## src/hw/rtl/sirt_pkg.sv

```systemverilog
// Package of the radix text converter: widths, register codes, reset values.
// Used by the interfaces and by every module of the block.
`timescale 1ns / 1ps

package sirt_pkg;

  // Field widths
  localparam int VALUE_W   = 32;
  localparam int BYTE_W    = 8;
  localparam int RADIX_W   = 5;
  localparam int CFG_IDX_W = 2;
  localparam int CFG_DAT_W = 64;
  localparam int SYM_IDX_W = 4;

  // Defaults for the top-level parameters
  localparam int MAX_DIGITS_DEF = 32;
  localparam int MAX_RADIX_DEF  = 16;

  // Shared divider: quotient bits resolved per cycle
  localparam int DIV_BITS  = 8;
  localparam int DIV_STEPS = VALUE_W / DIV_BITS;
  localparam int STEP_W    = $clog2(DIV_STEPS);

  // Configuration register indexes
  localparam logic [CFG_IDX_W-1:0] CFG_RADIX   = 2'd0;
  localparam logic [CFG_IDX_W-1:0] CFG_ALPHA_LO = 2'd1;
  localparam logic [CFG_IDX_W-1:0] CFG_ALPHA_HI = 2'd2;

  // Reset values: radix ten, symbols "0123456789ABCDEF"
  localparam logic [RADIX_W-1:0]   RADIX_RST    = 5'd10;
  localparam logic [RADIX_W-1:0]   RADIX_MIN    = 5'd2;
  localparam logic [CFG_DAT_W-1:0] ALPHA_LO_RST = 64'h3736353433323130;
  localparam logic [CFG_DAT_W-1:0] ALPHA_HI_RST = 64'h4645444342413938;

  localparam logic [BYTE_W-1:0] MINUS_BYTE = 8'h2D;

  // Divider status toward the sequencer
  typedef struct packed {
    logic busy;
    logic done;
  } div_sts_t;

endpackage

```

## src/hw/rtl/sirt_if.sv

```systemverilog
// Channel interfaces of the radix text converter: input, result, configuration.
// Depends on sirt_pkg for the payload widths.
`timescale 1ns / 1ps

interface sirt_in_if;
  logic                               valid;
  logic                               ready;
  logic signed [sirt_pkg::VALUE_W-1:0] value;

  modport source (output valid, value, input ready);
  modport sink   (input valid, value, output ready);
endinterface

interface sirt_out_if;
  logic                        valid;
  logic                        ready;
  logic [sirt_pkg::BYTE_W-1:0] text_byte;
  logic                        last;

  modport source (output valid, text_byte, last, input ready);
  modport sink   (input valid, text_byte, last, output ready);
endinterface

interface sirt_cfg_if;
  logic                           valid;
  logic                           ready;
  logic [sirt_pkg::CFG_IDX_W-1:0] index;
  logic [sirt_pkg::CFG_DAT_W-1:0] data;

  modport source (output valid, index, data, input ready);
  modport sink   (input valid, index, data, output ready);
endinterface

```

## src/hw/rtl/sirt_cfg_regs.sv

```systemverilog
// Configuration registers: radix (clamped on write) and the two alphabet words.
// Depends on sirt_pkg and sirt_cfg_if.
`timescale 1ns / 1ps

module sirt_cfg_regs #(
  parameter int MAX_RADIX = sirt_pkg::MAX_RADIX_DEF
) (
  input  logic                           clk,
  input  logic                           rst_n,
  sirt_cfg_if.sink                       cfg_ch,
  output logic [sirt_pkg::RADIX_W-1:0]   radix,
  output logic [sirt_pkg::CFG_DAT_W-1:0] alpha_lo,
  output logic [sirt_pkg::CFG_DAT_W-1:0] alpha_hi
);

  localparam int RW = sirt_pkg::RADIX_W;
  localparam logic [RW-1:0] RADIX_MAX = RW'(MAX_RADIX);

  logic [RW-1:0]                  radix_r, radix_nxt;
  logic [sirt_pkg::CFG_DAT_W-1:0] alpha_lo_r, alpha_hi_r;
  logic                           wr;

  // Writes are taken every cycle
  assign cfg_ch.ready = 1'b1;
  assign wr           = cfg_ch.valid;

  // Clamp the written radix into the supported range
  always_comb begin
    radix_nxt = cfg_ch.data[RW-1:0];
    if (radix_nxt < sirt_pkg::RADIX_MIN) begin
      radix_nxt = sirt_pkg::RADIX_MIN;
    end else if (radix_nxt > RADIX_MAX) begin
      radix_nxt = RADIX_MAX;
    end
  end

  // Decode the register index; unknown indexes are dropped
  always_ff @(posedge clk) begin
    if (!rst_n) begin
      radix_r    <= sirt_pkg::RADIX_RST;
      alpha_lo_r <= sirt_pkg::ALPHA_LO_RST;
      alpha_hi_r <= sirt_pkg::ALPHA_HI_RST;
    end else if (wr) begin
      unique case (cfg_ch.index)
        sirt_pkg::CFG_RADIX:    radix_r    <= radix_nxt;
        sirt_pkg::CFG_ALPHA_LO: alpha_lo_r <= cfg_ch.data;
        sirt_pkg::CFG_ALPHA_HI: alpha_hi_r <= cfg_ch.data;
        default: ;
      endcase
    end
  end

  assign radix    = radix_r;
  assign alpha_lo = alpha_lo_r;
  assign alpha_hi = alpha_hi_r;

endmodule

```

## src/hw/rtl/sirt_divider.sv

```systemverilog
// Shared divider: 32-bit magnitude by the radix, eight quotient bits a cycle.
// Depends on sirt_pkg. Quotient and remainder are valid on the done pulse.
`timescale 1ns / 1ps

module sirt_divider #(
  parameter int DIGIT_W = 4
) (
  input  logic                         clk,
  input  logic                         rst_n,
  input  logic                         start,
  input  logic [sirt_pkg::VALUE_W-1:0] dividend,
  input  logic [sirt_pkg::RADIX_W-1:0] divisor,
  output sirt_pkg::div_sts_t           sts,
  output logic [sirt_pkg::VALUE_W-1:0] quotient,
  output logic [DIGIT_W-1:0]           remainder
);

  localparam int W  = sirt_pkg::VALUE_W;
  localparam int RW = sirt_pkg::RADIX_W;
  localparam int SW = sirt_pkg::STEP_W;
  localparam logic [SW-1:0] STEP_LAST = SW'(sirt_pkg::DIV_STEPS - 1);

  logic [W-1:0]       work_r, work_nxt;
  logic [DIGIT_W-1:0] rem_r, rem_nxt;
  logic [SW-1:0]      step_r;
  logic               busy_r, done_r;

  // One slice of restoring long division
  always_comb begin
    logic [W-1:0]       work;
    logic [DIGIT_W-1:0] rem;
    logic [DIGIT_W:0]   part;
    logic [RW-1:0]      diff;
    work = work_r;
    rem  = rem_r;
    for (int i = 0; i < sirt_pkg::DIV_BITS; i++) begin
      part = {rem, work[W-1]};
      diff = RW'(part) - divisor;
      work = {work[W-2:0], 1'b0};
      if (RW'(part) >= divisor) begin
        rem     = diff[DIGIT_W-1:0];
        work[0] = 1'b1;
      end else begin
        rem = part[DIGIT_W-1:0];
      end
    end
    work_nxt = work;
    rem_nxt  = rem;
  end

  // Step count and status
  always_ff @(posedge clk) begin
    if (!rst_n) begin
      busy_r <= 1'b0;
      done_r <= 1'b0;
      step_r <= '0;
    end else begin
      done_r <= 1'b0;
      if (start) begin
        busy_r <= 1'b1;
        step_r <= '0;
      end else if (busy_r) begin
        step_r <= step_r + 1'b1;
        if (step_r == STEP_LAST) begin
          busy_r <= 1'b0;
          done_r <= 1'b1;
        end
      end
    end
  end

  // Working registers: load on start, advance while busy
  always_ff @(posedge clk) begin
    if (start) begin
      work_r <= dividend;
      rem_r  <= '0;
    end else if (busy_r) begin
      work_r <= work_nxt;
      rem_r  <= rem_nxt;
    end
  end

  assign sts.busy  = busy_r;
  assign sts.done  = done_r;
  assign quotient  = work_r;
  assign remainder = rem_r;

endmodule

```

## src/hw/rtl/signed_integer_to_radix_text.sv

```systemverilog
// Signed integer to radix text. Takes one signed 32-bit value and sends its
// text, most significant digit first, one byte per result transfer, with a
// leading minus byte for negative values and last set on the final byte.
// The radix (2 to MAX_RADIX) and the 16-symbol alphabet are configuration
// registers; the user must write them only while the block is idle, which
// the block itself does not enforce. One value is converted at a time:
// in_ch.ready is low from the accepted value until its last byte sits in
// the output register. Digits come from one shared divider that resolves
// eight quotient bits per cycle; after each division the remainder is
// pushed onto the stack. Values needing more than MAX_DIGITS digits keep
// only the least significant MAX_DIGITS digits.
// Depends on sirt_pkg, sirt_if, sirt_cfg_regs and sirt_divider.
`timescale 1ns / 1ps

module signed_integer_to_radix_text #(
  parameter int MAX_DIGITS = sirt_pkg::MAX_DIGITS_DEF,
  parameter int MAX_RADIX  = sirt_pkg::MAX_RADIX_DEF
) (
  input  logic       clk,
  input  logic       rst_n,
  sirt_in_if.sink    in_ch,
  sirt_out_if.source out_ch,
  sirt_cfg_if.sink   cfg_ch
);

  localparam int W       = sirt_pkg::VALUE_W;
  localparam int BW      = sirt_pkg::BYTE_W;
  localparam int SIW     = sirt_pkg::SYM_IDX_W;
  localparam int DIGIT_W = $clog2(MAX_RADIX);
  localparam int ADDR_W  = $clog2(MAX_DIGITS);
  localparam int CNT_W   = $clog2(MAX_DIGITS + 1);

  typedef enum logic [4:0] {
    ST_IDLE  = 5'b00001,
    ST_DIV   = 5'b00010,
    ST_PRIME = 5'b00100,
    ST_SIGN  = 5'b01000,
    ST_EMIT  = 5'b10000
  } state_t;

  state_t state_r, state_nxt;

  logic [sirt_pkg::RADIX_W-1:0]   radix;
  logic [sirt_pkg::CFG_DAT_W-1:0] alpha_lo, alpha_hi;

  logic                     div_start;
  logic [W-1:0]             dividend, mag, quotient;
  logic [DIGIT_W-1:0]       remainder;
  sirt_pkg::div_sts_t       div_sts;

  logic [CNT_W-1:0]         cnt_r, cnt_nxt, cnt_inc, cnt_dec;
  logic                     neg_r, neg_nxt;
  logic                     in_acc, slot_free;

  logic [DIGIT_W-1:0]       stack [MAX_DIGITS];
  logic [DIGIT_W-1:0]       rd_data_r;
  logic                     wr_en, rd_en;

  logic                     out_valid_r, out_last_r;
  logic [BW-1:0]            out_byte_r;
  logic                     load_out, load_last;
  logic [BW-1:0]            load_byte;

  // Map a digit to its alphabet byte
  function automatic logic [BW-1:0] symbol_of(input logic [SIW-1:0] d,
                                              input logic [sirt_pkg::CFG_DAT_W-1:0] lo,
                                              input logic [sirt_pkg::CFG_DAT_W-1:0] hi);
    logic [sirt_pkg::CFG_DAT_W-1:0] word;
    word = d[SIW-1] ? hi : lo;
    word = word >> {d[SIW-2:0], 3'b000};
    return word[BW-1:0];
  endfunction

  sirt_cfg_regs #(
    .MAX_RADIX (MAX_RADIX)
  ) u_cfg (
    .clk      (clk),
    .rst_n    (rst_n),
    .cfg_ch   (cfg_ch),
    .radix    (radix),
    .alpha_lo (alpha_lo),
    .alpha_hi (alpha_hi)
  );

  sirt_divider #(
    .DIGIT_W (DIGIT_W)
  ) u_div (
    .clk       (clk),
    .rst_n     (rst_n),
    .start     (div_start),
    .dividend  (dividend),
    .divisor   (radix),
    .sts       (div_sts),
    .quotient  (quotient),
    .remainder (remainder)
  );

  // Input side: magnitude of the incoming value
  assign in_ch.ready = (state_r == ST_IDLE);
  assign in_acc      = in_ch.valid && (state_r == ST_IDLE);
  assign mag         = in_ch.value[W-1] ? (W'(0) - W'(in_ch.value)) : W'(in_ch.value);
  assign dividend    = (state_r == ST_IDLE) ? mag : quotient;

  assign cnt_inc   = cnt_r + 1'b1;
  assign cnt_dec   = cnt_r - 1'b1;
  assign slot_free = !out_valid_r || out_ch.ready;

  // Sequencer: divide into the stack, then pop digits out most significant first
  always_comb begin
    state_nxt = state_r;
    cnt_nxt   = cnt_r;
    neg_nxt   = neg_r;
    div_start = 1'b0;
    wr_en     = 1'b0;
    rd_en     = 1'b0;
    load_out  = 1'b0;
    load_byte = '0;
    load_last = 1'b0;
    unique case (state_r)
      ST_IDLE: begin
        if (in_acc) begin
          div_start = 1'b1;
          cnt_nxt   = '0;
          neg_nxt   = in_ch.value[W-1];
          state_nxt = ST_DIV;
        end
      end
      ST_DIV: begin
        if (div_sts.done) begin
          wr_en   = 1'b1;
          cnt_nxt = cnt_inc;
          if ((quotient != '0) && (cnt_inc < CNT_W'(MAX_DIGITS))) begin
            div_start = 1'b1;
          end else begin
            state_nxt = ST_PRIME;
          end
        end
      end
      ST_PRIME: begin
        rd_en     = 1'b1;
        cnt_nxt   = cnt_dec;
        state_nxt = neg_r ? ST_SIGN : ST_EMIT;
      end
      ST_SIGN: begin
        if (slot_free) begin
          load_out  = 1'b1;
          load_byte = sirt_pkg::MINUS_BYTE;
          state_nxt = ST_EMIT;
        end
      end
      ST_EMIT: begin
        if (slot_free) begin
          load_out  = 1'b1;
          load_byte = symbol_of(SIW'(rd_data_r), alpha_lo, alpha_hi);
          load_last = (cnt_r == '0);
          if (cnt_r == '0) begin
            state_nxt = ST_IDLE;
          end else begin
            rd_en   = 1'b1;
            cnt_nxt = cnt_dec;
          end
        end
      end
      default: state_nxt = ST_IDLE;
    endcase
  end

  // Control registers
  always_ff @(posedge clk) begin
    if (!rst_n) begin
      state_r     <= ST_IDLE;
      cnt_r       <= '0;
      neg_r       <= 1'b0;
      out_valid_r <= 1'b0;
    end else begin
      state_r <= state_nxt;
      cnt_r   <= cnt_nxt;
      neg_r   <= neg_nxt;
      if (load_out) begin
        out_valid_r <= 1'b1;
      end else if (out_ch.ready) begin
        out_valid_r <= 1'b0;
      end
    end
  end

  // Digit stack: one write port, one registered read port
  always_ff @(posedge clk) begin
    if (wr_en) begin
      stack[cnt_r[ADDR_W-1:0]] <= remainder;
    end
    if (rd_en) begin
      rd_data_r <= stack[cnt_dec[ADDR_W-1:0]];
    end
  end

  // Output register payload
  always_ff @(posedge clk) begin
    if (load_out) begin
      out_byte_r <= load_byte;
      out_last_r <= load_last;
    end
  end

  assign out_ch.valid     = out_valid_r;
  assign out_ch.text_byte = out_byte_r;
  assign out_ch.last      = out_last_r;

endmodule

```

## src/flat_wrapper.sv

```systemverilog
// flat-port wrapper written by rule: the top's interface ports become plain ports
module signed_integer_to_radix_text_flat 
#(
  parameter int MAX_DIGITS = sirt_pkg::MAX_DIGITS_DEF,
  parameter int MAX_RADIX  = sirt_pkg::MAX_RADIX_DEF
)
  (clk, rst_n, in_ch_valid, in_ch_value, in_ch_ready, out_ch_valid, out_ch_text_byte, out_ch_last, out_ch_ready, cfg_ch_valid, cfg_ch_index, cfg_ch_data, cfg_ch_ready);
  sirt_in_if in_ch_i ();
  sirt_out_if out_ch_i ();
  sirt_cfg_if cfg_ch_i ();
  input  logic clk;
  input  logic rst_n;
  input wire logic [$bits(in_ch_i.valid)-1:0] in_ch_valid;
  input wire logic [$bits(in_ch_i.value)-1:0] in_ch_value;
  output wire logic [$bits(in_ch_i.ready)-1:0] in_ch_ready;
  output wire logic [$bits(out_ch_i.valid)-1:0] out_ch_valid;
  output wire logic [$bits(out_ch_i.text_byte)-1:0] out_ch_text_byte;
  output wire logic [$bits(out_ch_i.last)-1:0] out_ch_last;
  input wire logic [$bits(out_ch_i.ready)-1:0] out_ch_ready;
  input wire logic [$bits(cfg_ch_i.valid)-1:0] cfg_ch_valid;
  input wire logic [$bits(cfg_ch_i.index)-1:0] cfg_ch_index;
  input wire logic [$bits(cfg_ch_i.data)-1:0] cfg_ch_data;
  output wire logic [$bits(cfg_ch_i.ready)-1:0] cfg_ch_ready;
  assign in_ch_i.valid = in_ch_valid;
  assign in_ch_i.value = in_ch_value;
  assign in_ch_ready = in_ch_i.ready;
  assign out_ch_valid = out_ch_i.valid;
  assign out_ch_text_byte = out_ch_i.text_byte;
  assign out_ch_last = out_ch_i.last;
  assign out_ch_i.ready = out_ch_ready;
  assign cfg_ch_i.valid = cfg_ch_valid;
  assign cfg_ch_i.index = cfg_ch_index;
  assign cfg_ch_i.data = cfg_ch_data;
  assign cfg_ch_ready = cfg_ch_i.ready;
  signed_integer_to_radix_text #(.MAX_DIGITS(MAX_DIGITS), .MAX_RADIX(MAX_RADIX)) u_core (.clk(clk), .rst_n(rst_n), .in_ch(in_ch_i), .out_ch(out_ch_i), .cfg_ch(cfg_ch_i));
endmodule
```

## config.mk

```make
export PLATFORM = sky130hd
export DESIGN_NAME = signed_integer_to_radix_text_flat
export DESIGN_NICKNAME = d
export VERILOG_FILES = /design/src/hw/rtl/sirt_pkg.sv /design/src/hw/rtl/sirt_if.sv /design/src/hw/rtl/sirt_cfg_regs.sv /design/src/hw/rtl/sirt_divider.sv /design/src/hw/rtl/signed_integer_to_radix_text.sv /design/src/flat_wrapper.sv
export SDC_FILE = /design/constraint.sdc
export NUM_CORES = 1
export LEC_CHECK = 0
export BUFFER_PORTS_ARGS = -buffer_cell sky130_fd_sc_hd__buf_2
export CAP_MARGIN = 5
export CORE_UTILIZATION = 25
export DETAILED_ROUTE_END_ITERATION = 6
export PLACE_DENSITY_LB_ADDON = 0.12
export SLEW_MARGIN = 15
export SYNTH_ARGS = -nofsm -noshare
export SYNTH_HDL_FRONTEND = slang
export SYNTH_SLANG_ARGS = --single-unit
```

## constraint.sdc

```tcl
create_clock -name clk -period 12.2 [get_ports clk]
set_clock_uncertainty 0.15 [all_clocks]
set_input_delay 0.61 -clock clk [delete_from_list [all_inputs] [get_ports clk]]
set_output_delay 0.61 -clock clk [all_outputs]
set_load 0.01 [all_outputs]
```

==> impl_metrics.env, run 1 <==
export IMPL_cts_max_level=2
export IMPL_slew_headroom=0.309
export IMPL_wl_um=46700
export IMPL_wl_per_cell_um=19.2
export IMPL_final_cell_mix="nand2_1, edfxtp_1, dfxtp_1, a21oi_1, buf_2"
export IMPL_fin_tns_setup_ns=0
export IMPL_synth_edf_count=173
export IMPL_io_buffer_count=113
export IMPL_overflow=0
export IMPL_dieHeight_um=255
export IMPL_cts_root_buf="clkbuf_16"
export IMPL_cp_start_kind="register"
export IMPL_cp_required_ns=12.46
export IMPL_antenna_left=0
export IMPL_drtPass1Iterations=5
export IMPL_finalCriticalPeriod_ns=11.40
export IMPL_gp_congestion=0.787
export IMPL_rsz0062_at_grt="no"
export IMPL_hold_viol=0
export IMPL_clk_pin_slew_ns=0.06
export IMPL_core_um2=63200
export IMPL_clk_latency_ns=0.56
export IMPL_drive_above_1_share=0.197
export IMPL_drt_initial_drc_count=761
export IMPL_setup_violations=0
export IMPL_timing_final_crit_share=0.935
export IMPL_slowest_stage="mux2_2"
export IMPL_synth_avg_cell_area_um2=11.0
export IMPL_rr_endpoint="u_core.u_div.remainder[1]"
export IMPL_vias=11416
export IMPL_holdPathStages=3
export IMPL_hp_start="cfg_ch_data[48]"
export IMPL_status="finished clean"
export IMPL_ys_seq_area_frac=0.516
export IMPL_synth_ff_type="edfxtp_1"
export IMPL_reg2regPathDepth=48
export IMPL_track_usage=0.144
export IMPL_rrSetupSlack_ns=0.80
export IMPL_syn_num_nets=1620
export IMPL_drv_cap=0
export IMPL_worstReg2RegStart="u_core.u_cfg.radix[1]"
export IMPL_holdPathEnd="u_core.u_cfg.alpha_hi[48]"
export IMPL_path_buf_inv=5
export IMPL_synth_seq_cells=327
export IMPL_crit_top_cell="ha_1"
export IMPL_hpwl_um=31100
export IMPL_syn_area_um2=16000
export IMPL_pin_count=115
export IMPL_final_nets=1717
export IMPL_die_area_um2=65100
export IMPL_num_fill_cells=6547
export IMPL_hp_class="in -> reg"
export IMPL_netlist_instances=1462
export IMPL_holdBufCountCts=0
export IMPL_max_stage_delay_ns=0.40
export IMPL_antenna_found_initial=6
export IMPL_synthArstFlopShare=0
export IMPL_grt_pass1_vias=11215
export IMPL_drc=0
export IMPL_cts_tree="built"
export IMPL_fmax_mhz=87.7
export IMPL_slew_viol_final=0
export IMPL_area_growth_pct=17.4
export IMPL_die_w_um=255
export IMPL_cts_sinks=327
export IMPL_ys_warn_count=0
export IMPL_initial_utilization=0.254
export IMPL_critPathArrivalTime_ns=11.67
export IMPL_rows=92
export IMPL_mostFrequentLayoutCell="nand2_1"
export IMPL_grt_max_degree=84
export IMPL_cp_end_kind="register"
export IMPL_cts_buffer_depth=3
export IMPL_synth_cell_type_count=71
export IMPL_tightest_slew_ns=1.04
export IMPL_grt_first_pass_wirelength_um=70500
export IMPL_viasPerCell=4.68
export IMPL_cp_top_family="compound AO/OA/AOI/OAI gates"
export IMPL_critPathKind="reg -> reg"
export IMPL_path_depth=48
export IMPL_critPathMaxFanout=11
export IMPL_cts_buffers=41
## cell families after synthesis
| logic type | share of synthesized area |
|---|---|
| other | 0.000234 |
| buffers and inverters | 0.0339 |
| xor gates and xnor gates | 0.0257 |
| muxes | 0.130 |
| AOI/OAI and AO/OA | 0.0962 |
| DFF | 0.516 |
| and+or+nand+nor | 0.151 |
| adders and majority gates | 0.0467 |
## sequential cells by signal, indices dropped and copies added, names as in the netlist
signal,flops
u_core.cnt_r,6
u_core.neg_r,1
u_core.out_ch.last,1
u_core.out_ch.text_byte,8
u_core.out_ch.valid,1
u_core.rd_data_r,4
u_core.stack,128
u_core.state_r,5
u_core.u_cfg.alpha_hi,64
u_core.u_cfg.alpha_lo,64
u_core.u_cfg.radix,5
u_core.u_div.busy_r,1
u_core.u_div.done_r,1
u_core.u_div.quotient,32
u_core.u_div.remainder,4
u_core.u_div.step_r,2
## worst max-delay path by stage
stage	startpoint	to	slack [ns]
after floorplan	u_core.u_cfg.radix[1]	u_core.u_div.remainder[1]	0.84
after CTS	u_core.u_cfg.radix[1]	u_core.u_div.remainder[0]	0.11
after global placement	u_core.u_cfg.radix[1]	u_core.u_div.remainder[1]	0.54
after global routing	u_core.u_cfg.radix[1]	u_core.u_div.remainder[0]	0.03
after detailed placement	u_core.u_cfg.radix[1]	u_core.u_div.remainder[1]	0.12
final	u_core.u_cfg.radix[1]	u_core.u_div.remainder[1]	0.80
## metrics by stage
stage	cell area [um2]	hold WS, ns	util	cells	worst slack (ns)
5_1_grt	18800	0.0975	0.298	2437	0.0312
3_5_place_dp	17500	0.296	0.277	2360	0.122
4_1_cts	18800	0.0811	0.297	2434	0.112
3_3_place_gp	17500	0.289	0.277	2360	0.544
2_1_floorplan	16000	0.283	-	1462	0.839
6_report	18800	0.121	0.298	2437	0.797
## worst register-to-register path: cells and delay by family, from the launching register on
family / cells / cell delay [ns]
adders and majority gates: 8 / 2.48
muxes: 6 / 1.87
DFF: 1 / 0.32
buffers and inverters: 5 / 0.62
AOI/OAI and AO/OA: 22 / 4.71
and+or+nand+nor: 7 / 1.09
## synth_stat cells, types with 4 or more instances
library cell	instances	area share
buf_1	5	0.0012
inv_1	41	0.0096
mux2i_1	13	0.0081
nor4_1	10	0.0039
or3_1	8	0.0031
o31a_1	8	0.0044
buf_2	11	0.0034
ha_1	47	0.037
nor3_1	14	0.0044
clkbuf_1	61	0.014
o21a_1	16	0.0075
o221ai_1	6	0.0033
xor2_1	27	0.015
nand4_1	6	0.0023
o211ai_1	4	0.0019
mux4_2	78	0.11
xnor2_1	20	0.011
nor2_1	98	0.023
nand3_1	67	0.021
mux2_2	13	0.0091
a211oi_1	7	0.0033
o22ai_1	5	0.0020
a21oi_1	130	0.041
edfxtp_1	173	0.32
a31oi_1	4	0.0016
o31ai_1	13	0.0061
nand2_1	297	0.070
nor2b_1	7	0.0027
and3_1	5	0.0020
a21o_1	6	0.0028
nand3b_1	8	0.0037
o21ai_0	25	0.0078
nand2b_1	6	0.0023
o41ai_1	4	0.0022
dfxtp_1	154	0.19
fa_1	8	0.010
## timing repair
action,in CTS,in global routing
setup endpoints to repair,0,5
gates resized for setup,0,8
buffers inserted,0,1
## cell type report
cell class	count	area [um2]	share of cell area
Multi-Input combinational cell	1009	7280	0.387
Timing Repair Buffer	138	773	0.0411
Inverter	42	159	0.00844
Clock inverter	15	158	0.00837
Clock buffer	59	1110	0.0592
Sequential cell	327	8280	0.440
Tap cell	846	1060	0.0562
Antenna cell	1	2.50	0.000133
## per-layer routing
metal,routed length (um),GRT usage,share of wire,vias to the layer above
met1,22700,0.208,0.49,5599
met4,894,0.0361,0.019,0
met5,0,0,0,-
met2,21200,0.222,0.45,253
li1,-,-,-,5508
met3,1940,0.0234,0.041,56
Power of run 1 is left out: the tool's default activity adds up to more than one toggle a clock period on the data nets, which glitch-free logic cannot reach.
==> inputs of run 2 (changes only) <==
- ABC_AREA: unset -> 1
==> run 2 against run 1 <==
Net effect:
- the run now ends with design-rule violations left
- via count is 25% higher
- die area up 4.3%
- fmax grew 6.3%
- final area up 3.1%
- synthesized cell count increased by 41%
- flip-flop and latch count is the same
- register-to-register slack improved by 0.68 ns
- worst hold slack gained 0.0038 ns
- setup slack better by 0.68 ns
- critical path depth grew 16
- clock-buffer cell count shrank 1
- core utilization down 0.36 points
==> impl_metrics.env, run 2 <==
export IMPL_status="finished, violations left"
export IMPL_violations="design-rule violations"
export IMPL_final_cell_mix="nand2_1, nor2_1, o21ai_0, edfxtp_1, inv_1"
export IMPL_syn_num_nets=2219
export IMPL_cts_resized=0
export IMPL_hold_viol=0
export IMPL_crit_top_cell="nand2_1"
export IMPL_cts_tree="built"
export IMPL_cp_required_ns=12.49
export IMPL_rsz0062_at_grt="no"
export IMPL_vias=14302
export IMPL_max_stage_delay_ns=0.41
export IMPL_drv_cap=0
export IMPL_ys_seq_area_frac=0.495
export IMPL_synth_cell_type_count=46
export IMPL_hp_class="in -> reg"
export IMPL_core_um2=66000
export IMPL_dieHeight_um=261
export IMPL_layoutNonFillerInstCount=3030
export IMPL_yosysMostFrequentCell="nand2_1"
export IMPL_drtPass1Iterations=7
export IMPL_critPathKind="reg -> reg"
export IMPL_slew_headroom=0.234
export IMPL_wl_um=53300
export IMPL_synth_compound_area_frac=0.147
export IMPL_cts_root_buf="clkbuf_16"
export IMPL_clk_latency_ns=0.55
export IMPL_critPathMaxFanout=9
export IMPL_synth_fa_ha_area_frac=0.0447
export IMPL_syn_area_um2=16700
export IMPL_postCtsSetupBuffers=0
export IMPL_cts_sinks=327
export IMPL_cp_start_kind="register"
export IMPL_final_nets=2290
export IMPL_overflow=0
export IMPL_tightest_slew_ns=1.15
export IMPL_antenna_left=0
export IMPL_slowest_stage="inv_1"
export IMPL_synth_edf_count=173
export IMPL_holdBufCountCts=0
export IMPL_cts_buffer_depth=3
export IMPL_largest_reg_flops=128
export IMPL_cts_buffers=40
export IMPL_synth_area_leaders="edfxtp_1, dfxtp_1, nand2_1"
export IMPL_track_usage=0.156
export IMPL_clk_pin_slew_ns=0.06
export IMPL_cts_max_level=2
export IMPL_hpwl_um=35200
export IMPL_drt_initial_drc_count=980
export IMPL_fmax_mhz=93.3
export IMPL_synth_xor_area_frac=0.0220
export IMPL_ys_warn_count=0
export IMPL_viasPerCell=4.72
export IMPL_pin_count=115
export IMPL_initial_utilization=0.254
export IMPL_die_area_um2=68000
export IMPL_slew_viol_final=0
export IMPL_synth_top_family_by_area="simple AND/OR/NAND/NOR gates"
export IMPL_rows=94
export IMPL_yosysTopAreaCellShare=0.310
export IMPL_synthTopCellsByCount="nand2_1, nor2_1, o21ai_0"
export IMPL_gp_congestion=0.853
export IMPL_yosysTopAreaCell="edfxtp_1"
export IMPL_io_buffer_count=113
export IMPL_grt_max_degree=95
export IMPL_placed_cells=2954
export IMPL_finalCriticalPeriod_ns=10.72
export IMPL_critPathArrivalTime_ns=11.02
export IMPL_antenna_found_initial=8
export IMPL_cp_end_kind="register"
export IMPL_area_growth_pct=16.0
export IMPL_timing_final_crit_share=0.879
export IMPL_die_w_um=261
export IMPL_num_fill_cells=7067
export IMPL_synthArstFlopShare=0
export IMPL_setup_violations=0
export IMPL_mostFrequentLayoutCell="nand2_1"
export IMPL_synth_mux_area_frac=0
export IMPL_drc=8
export IMPL_netlist_instances=2061
export IMPL_drive_above_1_share=0.104
export IMPL_synth_seq_cells=327
export IMPL_yosys_area_share_simple=0.226
export IMPL_grt_pass1_vias=14008
export IMPL_synth_avg_cell_area_um2=8.12
export IMPL_synth_ff_type="edfxtp_1"
export IMPL_fin_tns_setup_ns=0
export IMPL_grt_first_pass_wirelength_um=81900
export IMPL_wl_per_cell_um=17.6
[run 2: cell count changes after synthesis, sizes merged, moves of 23 or more]
cell / delta
nand2: +128
mux4: -80
a21oi: -23
inv: +128
o21ai: +226
o211ai: +26
nand3: +65
nor2: +213
[run 2: worst paths after layout]
check                             from                         to  slack (ns)  depth (start not counted)
max              u_core.u_cfg.radix[3]  u_core.u_div.remainder[2]        1.48                         64
min reg2reg  u_core.u_cfg.alpha_lo[28]  u_core.u_cfg.alpha_lo[28]        0.30                          2
max reg2reg      u_core.u_cfg.radix[3]  u_core.u_div.remainder[2]        1.48                         64
min                    cfg_ch_data[62]  u_core.u_cfg.alpha_hi[62]        0.12                          3
[run 2: final cells by class]
cell class	instances	area [um2]	area share
diodes	2	5.00	0.000258
repair buffers	131	703	0.0362
clock buffers	58	1160	0.0597
flip-flops and latches	327	8280	0.426
clock inverters	16	161	0.00831
multi-input cells	1461	7380	0.380
inverters	171	644	0.0332
well taps	864	1080	0.0557
[run 2: cell families after synthesis]
group | count (synthesis)
AND/OR/NAND/NOR | 921
AO/OA/AOI/OAI | 445
adder cells (fa/ha/maj) | 55
buffers and inverters | 273
flip-flops | 327
other | 1
XOR/XNOR | 39
[run 2: per-layer routing]
metal  share of wire  global-route usage
met1            0.47               0.212
met2            0.46               0.249
met3           0.044              0.0276
met4           0.025              0.0478
met5          0.0012                   0
[run 2: stage by stage]
step,instance area [um2],hold WS [ns],worst slack (ns),util
6_report,19400,0.125,1.48,0.294
2_1_floorplan,16700,0.274,2.86,-
4_1_cts,19400,0.0829,1.28,0.294
3_3_place_gp,18100,0.282,1.75,0.274
5_1_grt,19400,0.105,0.291,0.294
3_5_place_dp,18100,0.287,1.30,0.274
[run 2: worst max-delay path, delay by kind of cell, from the launching register on]
kind | cells | cell delay, ns
adder cells (fa/ha/maj) | 8 | 2.48
AND/OR/NAND/NOR | 37 | 4.65
buffers and inverters | 11 | 1.51
AO/OA/AOI/OAI | 8 | 1.54
flip-flops | 1 | 0.29
Power of run 2 is left out for the same reason.
==> inputs of run 3 (changes only) <==
- ABC_AREA: 1 -> 0
- SYNTH_HIERARCHICAL: unset -> 1
==> run 3 against run 2 <==
Net effect:
- the run now ends clean
- synthesized cell count down 24%
- setup slack worse by 0.63 ns
- cell count down 16%
- critical endpoint is now u_core/u_div/quotient[0]
- via count down 15%
==> impl_metrics.env, run 3 <==
export IMPL_drc=0
export IMPL_status="finished clean"
export IMPL_rows=94
export IMPL_finalCriticalPeriod_ns=11.35
export IMPL_timing_final_ws_setup_ns=0.851
export IMPL_rrSetupSlack_ns=0.85
export IMPL_grt_pass1_vias=12256
export IMPL_cts_resized=0
export IMPL_critPathMaxFanout=8
export IMPL_die_w_um=262
export IMPL_initial_utilization=0.255
export IMPL_antenna_found_initial=8
export IMPL_viasPerCell=4.74
export IMPL_slew_headroom=0.362
export IMPL_wl_um=49300
export IMPL_finish_instance_area_um2=19700
export IMPL_cts_max_level=2
export IMPL_wl_per_cell_um=19.3
export IMPL_cp_required_ns=12.34
export IMPL_critPathArrivalTime_ns=11.49
export IMPL_cts_root_buf="clkbuf_16"
export IMPL_dieHeight_um=262
export IMPL_hpwl_um=33200
export IMPL_setup_violations=0
export IMPL_clk_pin_slew_ns=0.06
export IMPL_holdPathEnd="u_core/u_cfg/alpha_hi[32]"
export IMPL_slew_viol_final=0
export IMPL_worstReg2RegStart="u_core/u_div/quotient[31]"
export IMPL_antenna_left=0
export IMPL_grt_first_pass_wirelength_um=75300
export IMPL_overflow=0
export IMPL_cts_buffer_depth=3
export IMPL_cp_start_kind="register"
export IMPL_drive_above_1_share=0.213
export IMPL_cts_tree="built"
export IMPL_holdPathStages=3
export IMPL_rr_endpoint="u_core/u_div/quotient[0]"
export IMPL_crit_top_cell="ha_1"
export IMPL_syn_area_um2=16900
export IMPL_slowest_stage="edfxtp_1"
export IMPL_cp_end_kind="register"
export IMPL_syn_num_nets=1727
export IMPL_track_usage=0.144
export IMPL_fmax_mhz=88.1
export IMPL_reg2regPathDepth=47
export IMPL_holdBufCountCts=0
export IMPL_postCtsSetupBuffers=0
export IMPL_critPathKind="reg -> reg"
export IMPL_drtPass1Iterations=4
export IMPL_max_stage_delay_ns=0.48
export IMPL_gp_congestion=0.792
export IMPL_grt_max_degree=95
export IMPL_pre_cts_ws_ns=0.366
export IMPL_synth_avg_cell_area_um2=10.7
export IMPL_vias=12122
export IMPL_cts_buffers=40
export IMPL_timing_final_crit_share=0.930
export IMPL_core_um2=66200
export IMPL_final_cell_mix="nand2_1, edfxtp_1, dfxtp_1, buf_2, nor2_1"
export IMPL_io_buffer_count=113
export IMPL_ys_warn_count=6
export IMPL_area_growth_pct=16.6
export IMPL_largest_reg_flops=128
export IMPL_final_nets=1811
export IMPL_pin_count=115
export IMPL_cts_sinks=327
export IMPL_die_area_um2=68500
export IMPL_num_fill_cells=6775
export IMPL_clk_latency_ns=0.55
export IMPL_tightest_slew_ns=0.957
export IMPL_hold_viol=0
export IMPL_hp_start="cfg_ch_data[32]"
export IMPL_netlist_instances=1570
export IMPL_place_area_um2=18300
export IMPL_mostFrequentLayoutCell="nand2_1"
export IMPL_drt_initial_drc_count=725
export IMPL_drv_cap=0
export IMPL_hp_class="in -> reg"
[run 3: worst max path at each step]
stage / slack (ns) / from / to
finish: 0.85 / u_core/u_div/quotient[31] / u_core/u_div/quotient[0]
global route: -0.03 / u_core/u_div/quotient[31] / u_core/u_div/remainder[2]
CTS: 0.34 / u_core/u_div/quotient[31] / u_core/u_div/remainder[1]
detailed placement: 0.37 / u_core/u_div/quotient[31] / u_core/u_div/remainder[1]
global placement: 0.69 / u_core/u_div/quotient[31] / u_core/u_div/quotient[0]
floorplan: 0.85 / u_core/u_cfg/radix[1] / u_core/u_div/quotient[0]
[run 3: layout make-up]
type                            count  area [um2]  area share
Inverter                           37         139     0.00706
Timing Repair Buffer              138         756      0.0384
Clock buffer                       57        1160      0.0588
Multi-Input combinational cell   1110        8130       0.413
Tap cell                          864        1080      0.0549
Clock inverter                     14         125     0.00636
Sequential cell                   327        8280       0.421
Antenna cell                        8        20.0     0.00102
[run 3: stage by stage]
step | setup TNS [ns] | std cells | util | hold WS, ns
after global placement | 0 | 2476 | 0.277 | 0.296
final | 0 | 2555 | 0.297 | 0.130
after detailed placement | 0 | 2476 | 0.277 | 0.298
after global routing | -0.0266 | 2548 | 0.297 | 0.112
after floorplan | 0 | 1570 | - | 0.281
after CTS | 0 | 2547 | 0.296 | 0.0954
[run 3: worst max-delay path: cells and delay by family, from the launching register on]
family                   cells  cell delay [ns]
AO/OA/AOI/OAI               23             4.81
buffers and inverters        3             0.35
multiplexers                 3             1.02
adder cells (fa/ha/maj)      8             2.39
flip-flops                   1             0.48
AND/OR/NAND/NOR             10             1.89
[run 3: layer usage]
layer	global-route usage	vias to the layer above	routed length, um
met3	0.0256	77	1690
li1	-	5891	-
met4	0.0401	12	1100
met5	0	-	80
met2	0.230	180	22900
met1	0.199	5962	23500
Power of run 3 is left out for the same reason.
